$ cat src/rtl/jdm_pkg.sv
// joystick drive mixer package: sizes, scale constants and register codes
// used by joystick_drive_mixer_top; depends on nothing
`timescale 1ns / 1ps
`default_nettype none

package jdm_pkg;

	localparam int AVERAGE_DEPTH = 5;
	localparam int SAMPLE_BITS   = 12;

	localparam int ADC_MAX = (1 << SAMPLE_BITS) - 1;
	localparam int SLOT_W  = (AVERAGE_DEPTH > 1) ? $clog2(AVERAGE_DEPTH) : 1;

	localparam int CENT_W = SAMPLE_BITS + 1;
	localparam int SUM_W  = CENT_W + $clog2(AVERAGE_DEPTH + 1);
	localparam int D_W    = SUM_W + 1;
	localparam int BAND_W = 16;
	localparam int GAIN_W = 7;
	localparam int AX_W   = ((D_W > BAND_W) ? D_W : BAND_W) + 1;
	localparam int MIX_W  = AX_W + 1;
	localparam int PROD_W = MIX_W + GAIN_W + 1;

	localparam int DRIVE_LIMIT  = 90;
	localparam int DRIVE_OFFSET = 90;
	localparam int CMD_W        = 8;

	localparam longint FULL_SCALE  = 2 * AVERAGE_DEPTH * ADC_MAX;
	localparam longint SAT_LIMIT   = (DRIVE_LIMIT + 1) * FULL_SCALE;
	localparam int     MAG_W       = $clog2(SAT_LIMIT);
	localparam int     FULL_LOG    = $clog2(FULL_SCALE);
	localparam int     RECIP_SHIFT = MAG_W + FULL_LOG;
	localparam longint RECIP_MULT  = ((64'd1 << RECIP_SHIFT) + FULL_SCALE - 1) / FULL_SCALE;
	localparam int     Q_W         = $clog2(DRIVE_LIMIT + 1);
	localparam int     QPROD_W     = RECIP_SHIFT + Q_W;

	localparam int CFG_INDEX_W = 2;
	localparam int CFG_DATA_W  = 16;

	localparam int DEADBAND_RESET = 4095;
	localparam int GAIN_RESET     = 60;

	typedef enum logic [CFG_INDEX_W-1:0] {
		CFG_MIRROR_MODE    = 2'd0,
		CFG_DEADBAND_WIDTH = 2'd1,
		CFG_SPEED_GAIN     = 2'd2
	} cfg_index_t;

	typedef struct packed {
		logic signed [CENT_W-1:0] horizontal;
		logic signed [CENT_W-1:0] vertical;
	} hist_entry_t;

endpackage

`default_nettype wire

$ cat src/rtl/joystick_drive_mixer_top.sv
// joystick drive mixer top level: ring memory, running sums, deadband,
// differential mix and scaling pipeline; depends on jdm_pkg
`timescale 1ns / 1ps
`default_nettype none

// Takes one joystick request per clock while in_ready is high (a stall on the
// output side holds it) and returns one drive command pair per request, in order.
// The five-deep history of both axes sits in a small synchronous memory; each
// request reads the oldest entry, updates running sums and writes its own
// centred sample back, so the memory's single read and write port sets the
// rate of one request per cycle. Reset clears the history through per-entry
// valid bits, so no clearing pass is needed and requests are taken at once.
// The scale by full range uses a reciprocal multiply, exact for every input.
// The user writes configuration through the cfg channel only while the block is idle; the block does not enforce this.
module joystick_drive_mixer_top (
	input  wire                             clk,
	input  wire                             arst_n,
	input  wire                             in_valid,
	output logic                            in_ready,
	input  wire  [jdm_pkg::SAMPLE_BITS-1:0] horizontal_sample,
	input  wire  [jdm_pkg::SAMPLE_BITS-1:0] vertical_sample,
	input  wire                             button_pressed,
	output logic                            out_valid,
	input  wire                             out_ready,
	output logic [jdm_pkg::CMD_W-1:0]       left_command,
	output logic [jdm_pkg::CMD_W-1:0]       right_command,
	output logic                            button_flag,
	input  wire                             cfg_valid,
	output logic                            cfg_ready,
	input  wire  [jdm_pkg::CFG_INDEX_W-1:0] cfg_index,
	input  wire  [jdm_pkg::CFG_DATA_W-1:0]  cfg_data
);

	localparam int CENT_W = jdm_pkg::CENT_W;
	localparam int SUM_W  = jdm_pkg::SUM_W;
	localparam int AX_W   = jdm_pkg::AX_W;
	localparam int MIX_W  = jdm_pkg::MIX_W;
	localparam int PROD_W = jdm_pkg::PROD_W;
	localparam int MAG_W  = jdm_pkg::MAG_W;
	localparam int Q_W    = jdm_pkg::Q_W;
	localparam int DEPTH  = jdm_pkg::AVERAGE_DEPTH;
	localparam int SLOT_W = jdm_pkg::SLOT_W;

	// configuration registers
	logic                          mirror_q;
	logic [jdm_pkg::BAND_W-1:0]    band_q;
	logic [jdm_pkg::GAIN_W-1:0]    gain_q;

	assign cfg_ready = 1'b1;

	always_ff @(posedge clk or negedge arst_n) begin
		if (!arst_n) begin
			mirror_q <= 1'b0;
			band_q   <= jdm_pkg::BAND_W'(jdm_pkg::DEADBAND_RESET);
			gain_q   <= jdm_pkg::GAIN_W'(jdm_pkg::GAIN_RESET);
		end else if (cfg_valid) begin
			case (cfg_index)
				jdm_pkg::CFG_MIRROR_MODE:    mirror_q <= cfg_data[0];
				jdm_pkg::CFG_DEADBAND_WIDTH: band_q   <= cfg_data[jdm_pkg::BAND_W-1:0];
				jdm_pkg::CFG_SPEED_GAIN:     gain_q   <= cfg_data[jdm_pkg::GAIN_W-1:0];
				default: ;
			endcase
		end
	end

	// stage enables
	logic valid_s1, valid_s2, valid_s3, valid_s4, valid_s5, out_valid_q;
	logic en_out, en_s5, en_s4, en_s3, en_s2, en_s1, accept;

	assign en_out   = !out_valid_q || out_ready;
	assign en_s5    = !valid_s5 || en_out;
	assign en_s4    = !valid_s4 || en_s5;
	assign en_s3    = !valid_s3 || en_s4;
	assign en_s2    = !valid_s2 || en_s3;
	assign en_s1    = !valid_s1 || en_s2;
	assign in_ready = en_s1;
	assign accept   = in_valid && en_s1;

	// centring
	jdm_pkg::hist_entry_t cent_in;
	assign cent_in.horizontal = CENT_W'(jdm_pkg::ADC_MAX) - {horizontal_sample, 1'b0};
	assign cent_in.vertical   = CENT_W'(jdm_pkg::ADC_MAX) - {vertical_sample, 1'b0};

	// history memory and slot pointer
	jdm_pkg::hist_entry_t mem [DEPTH];
	logic [DEPTH-1:0]     vld_q;
	logic [SLOT_W-1:0]    slot_q;
	jdm_pkg::hist_entry_t rd_s1, fwd_s1, cent_s1;
	logic                 hit_s1, fwd_hit_s1, btn_s1;
	logic [SLOT_W-1:0]    slot_s1;
	logic                 wr_en;

	assign wr_en = valid_s1 && en_s2;

	always_ff @(posedge clk) begin
		if (accept) begin
			rd_s1 <= mem[slot_q];
		end
		if (wr_en) begin
			mem[slot_s1] <= cent_s1;
		end
	end

	always_ff @(posedge clk or negedge arst_n) begin
		if (!arst_n) begin
			vld_q      <= '0;
			slot_q     <= '0;
			valid_s1   <= 1'b0;
			hit_s1     <= 1'b0;
			fwd_hit_s1 <= 1'b0;
		end else begin
			if (wr_en) begin
				vld_q[slot_s1] <= 1'b1;
			end
			if (accept) begin
				slot_q     <= (slot_q == SLOT_W'(DEPTH - 1)) ? '0 : slot_q + 1'b1;
				hit_s1     <= vld_q[slot_q];
				fwd_hit_s1 <= valid_s1 && (slot_s1 == slot_q);
			end
			if (en_s1) begin
				valid_s1 <= in_valid;
			end
		end
	end

	always_ff @(posedge clk) begin
		if (accept) begin
			cent_s1 <= cent_in;
			fwd_s1  <= cent_s1;
			slot_s1 <= slot_q;
			btn_s1  <= button_pressed;
		end
	end

	// running sums
	jdm_pkg::hist_entry_t     old_s1;
	logic signed [SUM_W-1:0]  sum_h_q, sum_v_q, sum_h_new, sum_v_new;

	always_comb begin
		if (fwd_hit_s1) begin
			old_s1 = fwd_s1;
		end else if (hit_s1) begin
			old_s1 = rd_s1;
		end else begin
			old_s1 = '0;
		end
		sum_h_new = sum_h_q + SUM_W'(cent_s1.horizontal) - SUM_W'(old_s1.horizontal);
		sum_v_new = sum_v_q + SUM_W'(cent_s1.vertical) - SUM_W'(old_s1.vertical);
	end

	always_ff @(posedge clk or negedge arst_n) begin
		if (!arst_n) begin
			sum_h_q <= '0;
			sum_v_q <= '0;
		end else if (wr_en) begin
			sum_h_q <= sum_h_new;
			sum_v_q <= sum_v_new;
		end
	end

	// stage 2: deadband and mirror
	logic signed [SUM_W-1:0] sum_h_s2, sum_v_s2;
	logic                    btn_s2;

	always_ff @(posedge clk) begin
		if (wr_en) begin
			sum_h_s2 <= sum_h_new;
			sum_v_s2 <= sum_v_new;
			btn_s2   <= btn_s1;
		end
	end

	function automatic logic signed [AX_W-1:0] apply_band(
		input logic signed [SUM_W-1:0]          sum,
		input logic [jdm_pkg::BAND_W-1:0]       band,
		input logic                             mirror
	);
		logic signed [AX_W-1:0] d;
		logic signed [AX_W-1:0] b;
		logic signed [AX_W-1:0] r;
		d = AX_W'(sum) <<< 1;
		b = AX_W'({1'b0, band});
		if (d < b && d > -b) begin
			r = '0;
		end else if (d > 0) begin
			r = d - b;
		end else begin
			r = d + b;
		end
		return mirror ? -r : r;
	endfunction

	logic signed [AX_W-1:0] h_s3, v_s3;
	logic                   btn_s3;

	always_ff @(posedge clk) begin
		if (valid_s2 && en_s3) begin
			h_s3   <= apply_band(sum_h_s2, band_q, mirror_q);
			v_s3   <= apply_band(sum_v_s2, band_q, mirror_q);
			btn_s3 <= btn_s2;
		end
	end

	// stage 3: mix and gain
	logic signed [PROD_W-1:0] gain_ext, mix_l, mix_r;
	logic signed [PROD_W-1:0] prod_l_s4, prod_r_s4;
	logic                     btn_s4;

	assign gain_ext = PROD_W'({1'b0, gain_q});
	assign mix_l    = PROD_W'(MIX_W'(v_s3) + MIX_W'(h_s3));
	assign mix_r    = PROD_W'(MIX_W'(h_s3) - MIX_W'(v_s3));

	always_ff @(posedge clk) begin
		if (valid_s3 && en_s4) begin
			prod_l_s4 <= mix_l * gain_ext;
			prod_r_s4 <= mix_r * gain_ext;
			btn_s4    <= btn_s3;
		end
	end

	// stage 4: magnitude and saturation
	logic [PROD_W-1:0] abs_l, abs_r;
	logic [MAG_W-1:0]  mag_l_s5, mag_r_s5;
	logic              sat_l_s5, sat_r_s5, neg_l_s5, neg_r_s5, btn_s5;

	assign abs_l = prod_l_s4[PROD_W-1] ? PROD_W'(-prod_l_s4) : PROD_W'(prod_l_s4);
	assign abs_r = prod_r_s4[PROD_W-1] ? PROD_W'(-prod_r_s4) : PROD_W'(prod_r_s4);

	always_ff @(posedge clk) begin
		if (valid_s4 && en_s5) begin
			mag_l_s5 <= abs_l[MAG_W-1:0];
			mag_r_s5 <= abs_r[MAG_W-1:0];
			sat_l_s5 <= abs_l >= PROD_W'(jdm_pkg::SAT_LIMIT);
			sat_r_s5 <= abs_r >= PROD_W'(jdm_pkg::SAT_LIMIT);
			neg_l_s5 <= prod_l_s4[PROD_W-1];
			neg_r_s5 <= prod_r_s4[PROD_W-1];
			btn_s5   <= btn_s4;
		end
	end

	// stage 5: reciprocal scale and offset
	logic [jdm_pkg::QPROD_W-1:0] qprod_l, qprod_r;
	logic [Q_W-1:0]              q_l, q_r;

	assign qprod_l = jdm_pkg::QPROD_W'(mag_l_s5) * jdm_pkg::QPROD_W'(jdm_pkg::RECIP_MULT);
	assign qprod_r = jdm_pkg::QPROD_W'(mag_r_s5) * jdm_pkg::QPROD_W'(jdm_pkg::RECIP_MULT);
	assign q_l = sat_l_s5 ? Q_W'(jdm_pkg::DRIVE_LIMIT) : qprod_l[jdm_pkg::RECIP_SHIFT +: Q_W];
	assign q_r = sat_r_s5 ? Q_W'(jdm_pkg::DRIVE_LIMIT) : qprod_r[jdm_pkg::RECIP_SHIFT +: Q_W];

	function automatic logic [jdm_pkg::CMD_W-1:0] to_command(
		input logic [Q_W-1:0] q,
		input logic           neg
	);
		logic [jdm_pkg::CMD_W-1:0] base;
		base = jdm_pkg::CMD_W'(jdm_pkg::DRIVE_OFFSET);
		return neg ? base - jdm_pkg::CMD_W'(q) : base + jdm_pkg::CMD_W'(q);
	endfunction

	always_ff @(posedge clk) begin
		if (valid_s5 && en_out) begin
			left_command  <= to_command(q_l, neg_l_s5);
			right_command <= to_command(q_r, neg_r_s5);
			button_flag   <= btn_s5;
		end
	end

	// valid chain
	always_ff @(posedge clk or negedge arst_n) begin
		if (!arst_n) begin
			valid_s2    <= 1'b0;
			valid_s3    <= 1'b0;
			valid_s4    <= 1'b0;
			valid_s5    <= 1'b0;
			out_valid_q <= 1'b0;
		end else begin
			if (en_s2) begin
				valid_s2 <= valid_s1;
			end
			if (en_s3) begin
				valid_s3 <= valid_s2;
			end
			if (en_s4) begin
				valid_s4 <= valid_s3;
			end
			if (en_s5) begin
				valid_s5 <= valid_s4;
			end
			if (en_out) begin
				out_valid_q <= valid_s5;
			end
		end
	end

	assign out_valid = out_valid_q;

endmodule

`default_nettype wire

$ cat config.mk
export PLATFORM = sky130hd
export DESIGN_NAME = joystick_drive_mixer_top
export DESIGN_NICKNAME = d
export VERILOG_FILES = /design/src/rtl/jdm_pkg.sv /design/src/rtl/joystick_drive_mixer_top.sv
export SDC_FILE = /design/constraint.sdc
export NUM_CORES = 2
export LEC_CHECK = 0
export ABC_AREA = 0
export BUFFER_PORTS_ARGS = -buffer_cell sky130_fd_sc_hd__buf_2
export CORE_ASPECT_RATIO = 1.5
export CORE_UTILIZATION = 55
export DETAILED_ROUTE_END_ITERATION = 6
export PLACE_DENSITY = 0.8
export REMOVE_ABC_BUFFERS = 1
export SKIP_CTS_REPAIR_TIMING = 1
export SYNTH_ARGS = -nofsm -noshare
export SYNTH_HDL_FRONTEND = slang
export SYNTH_SLANG_ARGS = --single-unit
$ cat constraint.sdc
create_clock -name clk -period 8 [get_ports clk]
set_clock_uncertainty 0.1 [all_clocks]
set_input_delay 0.8 -clock clk [delete_from_list [all_inputs] [get_ports clk]]
set_output_delay 0.8 -clock clk [all_outputs]
set_load 0.05 [all_outputs]
* Yosys cells after proc, flatten, opt, wreduce, memory -nomap -nowiden *
Memory sizes are Yosys's and may differ from the RTL's. A register that Yosys moved wholly into a read port is not among the register bits.
Index checks and enable logic that the tools add are counted.

operators by class
  $lt $le $gt $ge = 11
  equal/unequal tests = 4
  reduce and logical (&&, ||, !) cells = 26
  add/sub/neg operators = 22
  multiply operators = 4
  divide/modulo/power cells = 0
  bitwise logic cells = 1
  shift operators = 0
  mux-type cells = 23

operators by type and width
  cell                                                                                    number
  18-bit two-way mux                                                                      8
  22-bit by 22-bit multiplier with 44-bit output (second input constant)                  2
  27-bit by 22-bit greater-or-equal comparator with 1-bit output (second input constant)  2
  19-bit by 8-bit multiplier with 27-bit output                                           2
  27-bit two-way mux                                                                      2
  27-bit negation                                                                         2
  26-bit two-way mux                                                                      2
  17-bit by 17-bit adder with 18-bit output                                               2
  17-bit by 18-bit greater-than comparator with 1-bit output                              2
  18-bit negation                                                                         2
  17-bit by 17-bit subtractor with 18-bit output                                          2
  17-bit by 1-bit greater-than comparator with 1-bit output (second input constant)       2
  17-bit less-than comparator                                                             2
  16-bit by 13-bit adder with 16-bit output                                               2
  16-bit by 13-bit subtractor with 16-bit output                                          2
  12-bit by 13-bit subtractor with 13-bit output (first input constant)                   2
  18-bit by 18-bit adder with 19-bit output                                               1
  18-bit by 18-bit subtractor with 19-bit output                                          1
  16-bit negation with 18-bit output                                                      1
  7-bit by 7-bit adder with 8-bit output (first input constant)                           2
  8-bit two-way mux                                                                       2
  7-bit by 7-bit subtractor with 8-bit output (first input constant)                      2
  7-bit two-way mux                                                                       2
  1-bit logical AND                                                                       10
  other kinds (16)                                                                        32

word-level totals
  input port bits = 48
  latch bits = 0
  ROM bits = 0
  word-level logic and storage cells = 132
  register bits = 319
  memories kept = 1
  output and inout port bits = 20
  memory bits (writable) = 130

memories
  memory  depth  bits a word  rd ports  clocked after memory_dff  write ports  line                            source
  mem     5      26           1         1                         1            joystick_drive_mixer_top.sv:85  jdm_pkg::hist_entry_t mem [DEPTH];

* Longest topological paths before layout *
  depth after elaboration = 9
  gate-level depth with buffers = 32

* Worst setup path after synthesis *
Ideal clock, no wire load.

  path kind = register to register
  start point = register mag_r_s5[12]
  end point = register right_command[5] in the netlist's numbering, data pin
  stages on the path, launching flop included = 31
  data required time = 7.637 ns
  slack = 0.339 ns
  data arrival time = 7.298 ns
  library setup time = 0.263 ns
  path buffers = 1
  cell sequence = edfxtp_1 > ha_1 > inv_1 > fa_1 > inv_1 > fa_1 > fa_1 > inv_1 > fa_1 > inv_1 > fa_1 > inv_1 > fa_1 > inv_1 > ha_1 > nand4_1 > o221ai_1 > a211o_1 > a221o_1 > a21oi_1 > o21ai_0 > a21oi_1 > or2_2 > clkbuf_1 > inv_1 > ha_1 > or3_1 > o311a_1 > nor3b_1 > o32ai_1 > xnor2_1

on the way
  longest elaborated chain between the ends = 4

ends and longest elaborated chain
  element                                                                                                       line                             source
  start: declaration                                                                                            joystick_drive_mixer_top.sv:223  logic [MAG_W-1:0] mag_l_s5, mag_r_s5;
  start signal: assignment                                                                                      joystick_drive_mixer_top.sv:232  mag_r_s5 <= abs_r[MAG_W-1:0];
  22-bit by 22-bit multiplier with 44-bit output (*)                                                            joystick_drive_mixer_top.sv:246  assign qprod_r = jdm_pkg::QPROD_W'(mag_r_s5) * jdm_pkg::QPROD_W'(jdm_pkg::RECIP_MULT);
  7-bit two-way mux (*)                                                                                         joystick_drive_mixer_top.sv:248  assign q_r = sat_r_s5 ? Q_W'(jdm_pkg::DRIVE_LIMIT) : qprod_r[jdm_pkg::RECIP_SHIFT +: Q_W];
  7-bit by 7-bit adder with 8-bit output / 7-bit by 7-bit subtractor with 8-bit output (equally long branches)  joystick_drive_mixer_top.sv:256  return neg ? base - jdm_pkg::CMD_W'(q) : base + jdm_pkg::CMD_W'(q);
  8-bit two-way mux (*)                                                                                         joystick_drive_mixer_top.sv:256
  end signal: assignment                                                                                        joystick_drive_mixer_top.sv:262  right_command <= to_command(q_r, neg_r_s5);
  end: declaration                                                                                              joystick_drive_mixer_top.sv:26   output logic [jdm_pkg::CMD_W-1:0] right_command,

Mark *: on every way between the ends. The rest lies on a longest branch, timed or not.
A chain may end at the register's enable or synchronous reset.

* Worst setup path in the final report *
Same ends and word-level chain as after synthesis.

==> run_results.csv <==
group,metric,value,unit
die,initial_core_util,55.73,%
global_routing,grt_remaining_overflow,0,
run,maxCapViolCount,0,
layout,syn2layout_area_growth,7.435,%
cts,clockBufferDepth,3,
critical_path,crit_type,"reg2reg",
global_routing,grt_pass1_vias,41030,
cts,cts_made_buffers,44,
critical_path,cp_common_cell,"inv_1",
critical_path,worstReg2RegEnd,"right_command[5]$_DFFE_PP_",
worst_hold_path,hold_class,"in2reg",
cts,cts_tree,"done",
logic_synthesis,synth-async-reset-ratio,15.75,%
critical_path,cp-end-kind,"flip-flop",
worst_hold_path,holdPathStages,1,
place,routabilityCongestion,1.007,
critical_path,r2r_setup_slack,140,ps
drt,vias,37600,
layout,diodes,0,
critical_path,r2r_start,"mag_r_s5[12]$_DFFE_PP_",
global_routing,grt_pass1_wl,209100,um
cts,cts_max_level,2,
critical_path,crit_arrival,8140,ps
layout,fin_cells,6610,
cts,cts_num_sinks,457,
place,dp_hpwl,109000,um
logic_synthesis,ys.flop_type,"edfxtp_1",
drt,drt_iter0_drc,1831,
die,io_pins,68,
logic_synthesis,yosysSeqAreaShare,24.97,%
layout,layout-drive-gt1-share,7.620,%
logic_synthesis,netlist_area,0.05360,sq mm
logic_synthesis,synthDistinctLibCells,84,
timing,period_share,98.29,%
drt,dr.pass1.iters,7,
logic_synthesis,ys_ff_latch,457,
layout,postLayoutCoreUtil,59.87,%
timing,setup_violations,0,
drt,drtAntennaViolNets,0,
cts,clk_pin_slew,70,ps
drt,routed_via_density,5.688,
layout,fin_nets,6703,
die,core,0.09618,sq mm
status,status,"finished clean",
logic_synthesis,syn_inst,5211,
timing,timing.fmax,127.2,MHz
timing,slew_headroom,17.54,%
timing,worst_pin_slew,1226,ps
critical_path,r2r_cells,31,
timing,slew_violations,0,
critical_path,cp_max_fo,4,
critical_path,required,8280,ps
critical_path,max_stage_delay,540,ps
drt,wl_per_cell,19.75,um
critical_path,critical-path-slowest-cell,"fa_1",
timing,period_needed,7863,ps
worst_hold_path,worstHoldStart,"vertical_sample[11]",
global_routing,grt_usage,27.06,%
logic_synthesis,synth-edff-count,385,
timing,hold_viol_final,0,
global_routing,antenna_found_initial,1,
logic_synthesis,yosys_warnings,0,
die,die_w,256.9,um
critical_path,start_kind,"flip-flop",
timing,grt_setup_unrepaired,"yes",
drt,drc,0,
cts,insertion_delay,630,ps
cts,cts-root-buf,"clkbuf_16",
critical_path,crit_start,"mag_r_s5[12]$_DFFE_PP_",
place,placedCellCount,6515,
drt,wl,130600,um
die,die_area,0.09872,sq mm
timing,whs,267.2,ps
global_routing,grt_max_degree,72,
worst_hold_path,hold_path_end,"cent_s1[12]$_DFFE_PP_",
die,dieHeight,384.3,um
place,port_buffers,66,
logic_synthesis,avgSynthCellArea,10.29,sq um
die,rows,139,
-- critical path, delay by kind of cell (launching register included) --
family	cells	cell delay, ps
AOI/OAI and AO/OA	5	1090
xor gates and xnor gates	1	130
adders and majority gates	9	3730
buffers and inverters	10	910
DFF	1	420
and+or+nand+nor	6	1210
-- flip-flops by register name, indices dropped and copies added (netlist names), 8 cells and up --
register       count
band_q            16
cent_s1           24
fwd_s1            24
h_s3              18
left_command       8
mag_l_s5          22
mag_r_s5          21
mem              120
prod_l_s4         27
prod_r_s4         26
rd_s1             24
right_command      8
sum_h_q           16
sum_h_s2          16
sum_v_q           16
sum_v_s2          16
v_s3              18
-- cell usage in the layout (no fill, tap or decap), types with 59 or more instances in the layout --
master / netlist / final
inv_1: 1155 / 1154
edfxtp_1: 385 / 385
mux2_2: 59 / 59
nor2_1: 209 / 207
o21ai_0: 160 / 157
nand3_1: 72 / 72
buf_2: 2 / 65
a21oi_1: 199 / 191
ha_1: 722 / 718
nand2b_1: 64 / 64
nor2b_1: 80 / 79
a21o_1: 67 / 67
buf_4: 1 / 90
and2_1: 117 / 116
fa_1: 628 / 627
nor3_1: 66 / 65
nand2_1: 222 / 222
xnor2_1: 178 / 177
-- cell type report --
type	count	area, sq um
clock buffers	52	1161
flip-flops and latches	457	13390
repair buffers	156	1011
multi-input cells	3490	35720
inverters	1156	4340
well taps	1269	1588
fillers	7739	38600
clock inverters	30	376.6
-- cells by family after synthesis --
group | count (synthesis) | synth area share (%)
adder cells (fa/ha/maj) | 1350 | 40.31
AO/OA/AOI/OAI | 771 | 9.455
XOR/XNOR | 226 | 3.693
AND/OR/NAND/NOR | 1040 | 10.07
multiplexers | 102 | 2.626
buffers and inverters | 1264 | 8.867
flip-flops | 457 | 24.97
other | 1 | 0.006997
-- how the worst max path moves through the flow --
stage	endpoint	slack, ps	cells past startpoint
detailed placement	right_command[5]$_DFFE_PP_	-160	29
floorplan	right_command[5]$_DFFE_PP_	490	29
global placement	right_command[5]$_DFFE_PP_	10	29
CTS	right_command[5]$_DFFE_PP_	-180	29
global route	right_command[5]$_DFFE_PP_	-100	31
finish	right_command[5]$_DFFE_PP_	140	31
-- metal layers --
layer  global-route usage (%)  part of all wire (%)  vias up
li1                         -                     -    17480
met3                    2.682                   3.2      470
met5                        0                 0.010        -
met4                    18.90                   7.9        2
met2                    52.95                    55     1012
met1                    26.27                    34    18640
-- metrics by stage --
step	worst slack (ps)	TNS, ps	instance area, sq um
finish	137.0	0	57580
CTS	-181.2	-229.3	57280
floorplan	491.9	0	53180
detailed placement	-159.6	-177.0	55740
global placement	14.60	0	55740
global route	-98.45	-110.4	57580
-- synth_stat cells (all sizes together) (48+ instances only) --
cell type	instances	area share, %
nor2b	80	0.93
nor3	66	0.62
fa	628	23
xnor2	178	2.9
nand2b	64	0.75
a21o	67	0.94
dfrtp	56	2.6
inv	1156	8.1
ha	722	17
edfxtp	385	22
and2	118	1.4
a21oi	199	1.9
clkbuf	98	0.69
nand3	72	0.67
nor2	209	1.5
xor2	48	0.78
mux2	59	1.2
nand2	222	1.6
o21ai	161	1.5
Power is left out: the tool's default activity adds up to more than one toggle a clock period on the data nets, which glitch-free logic cannot reach.
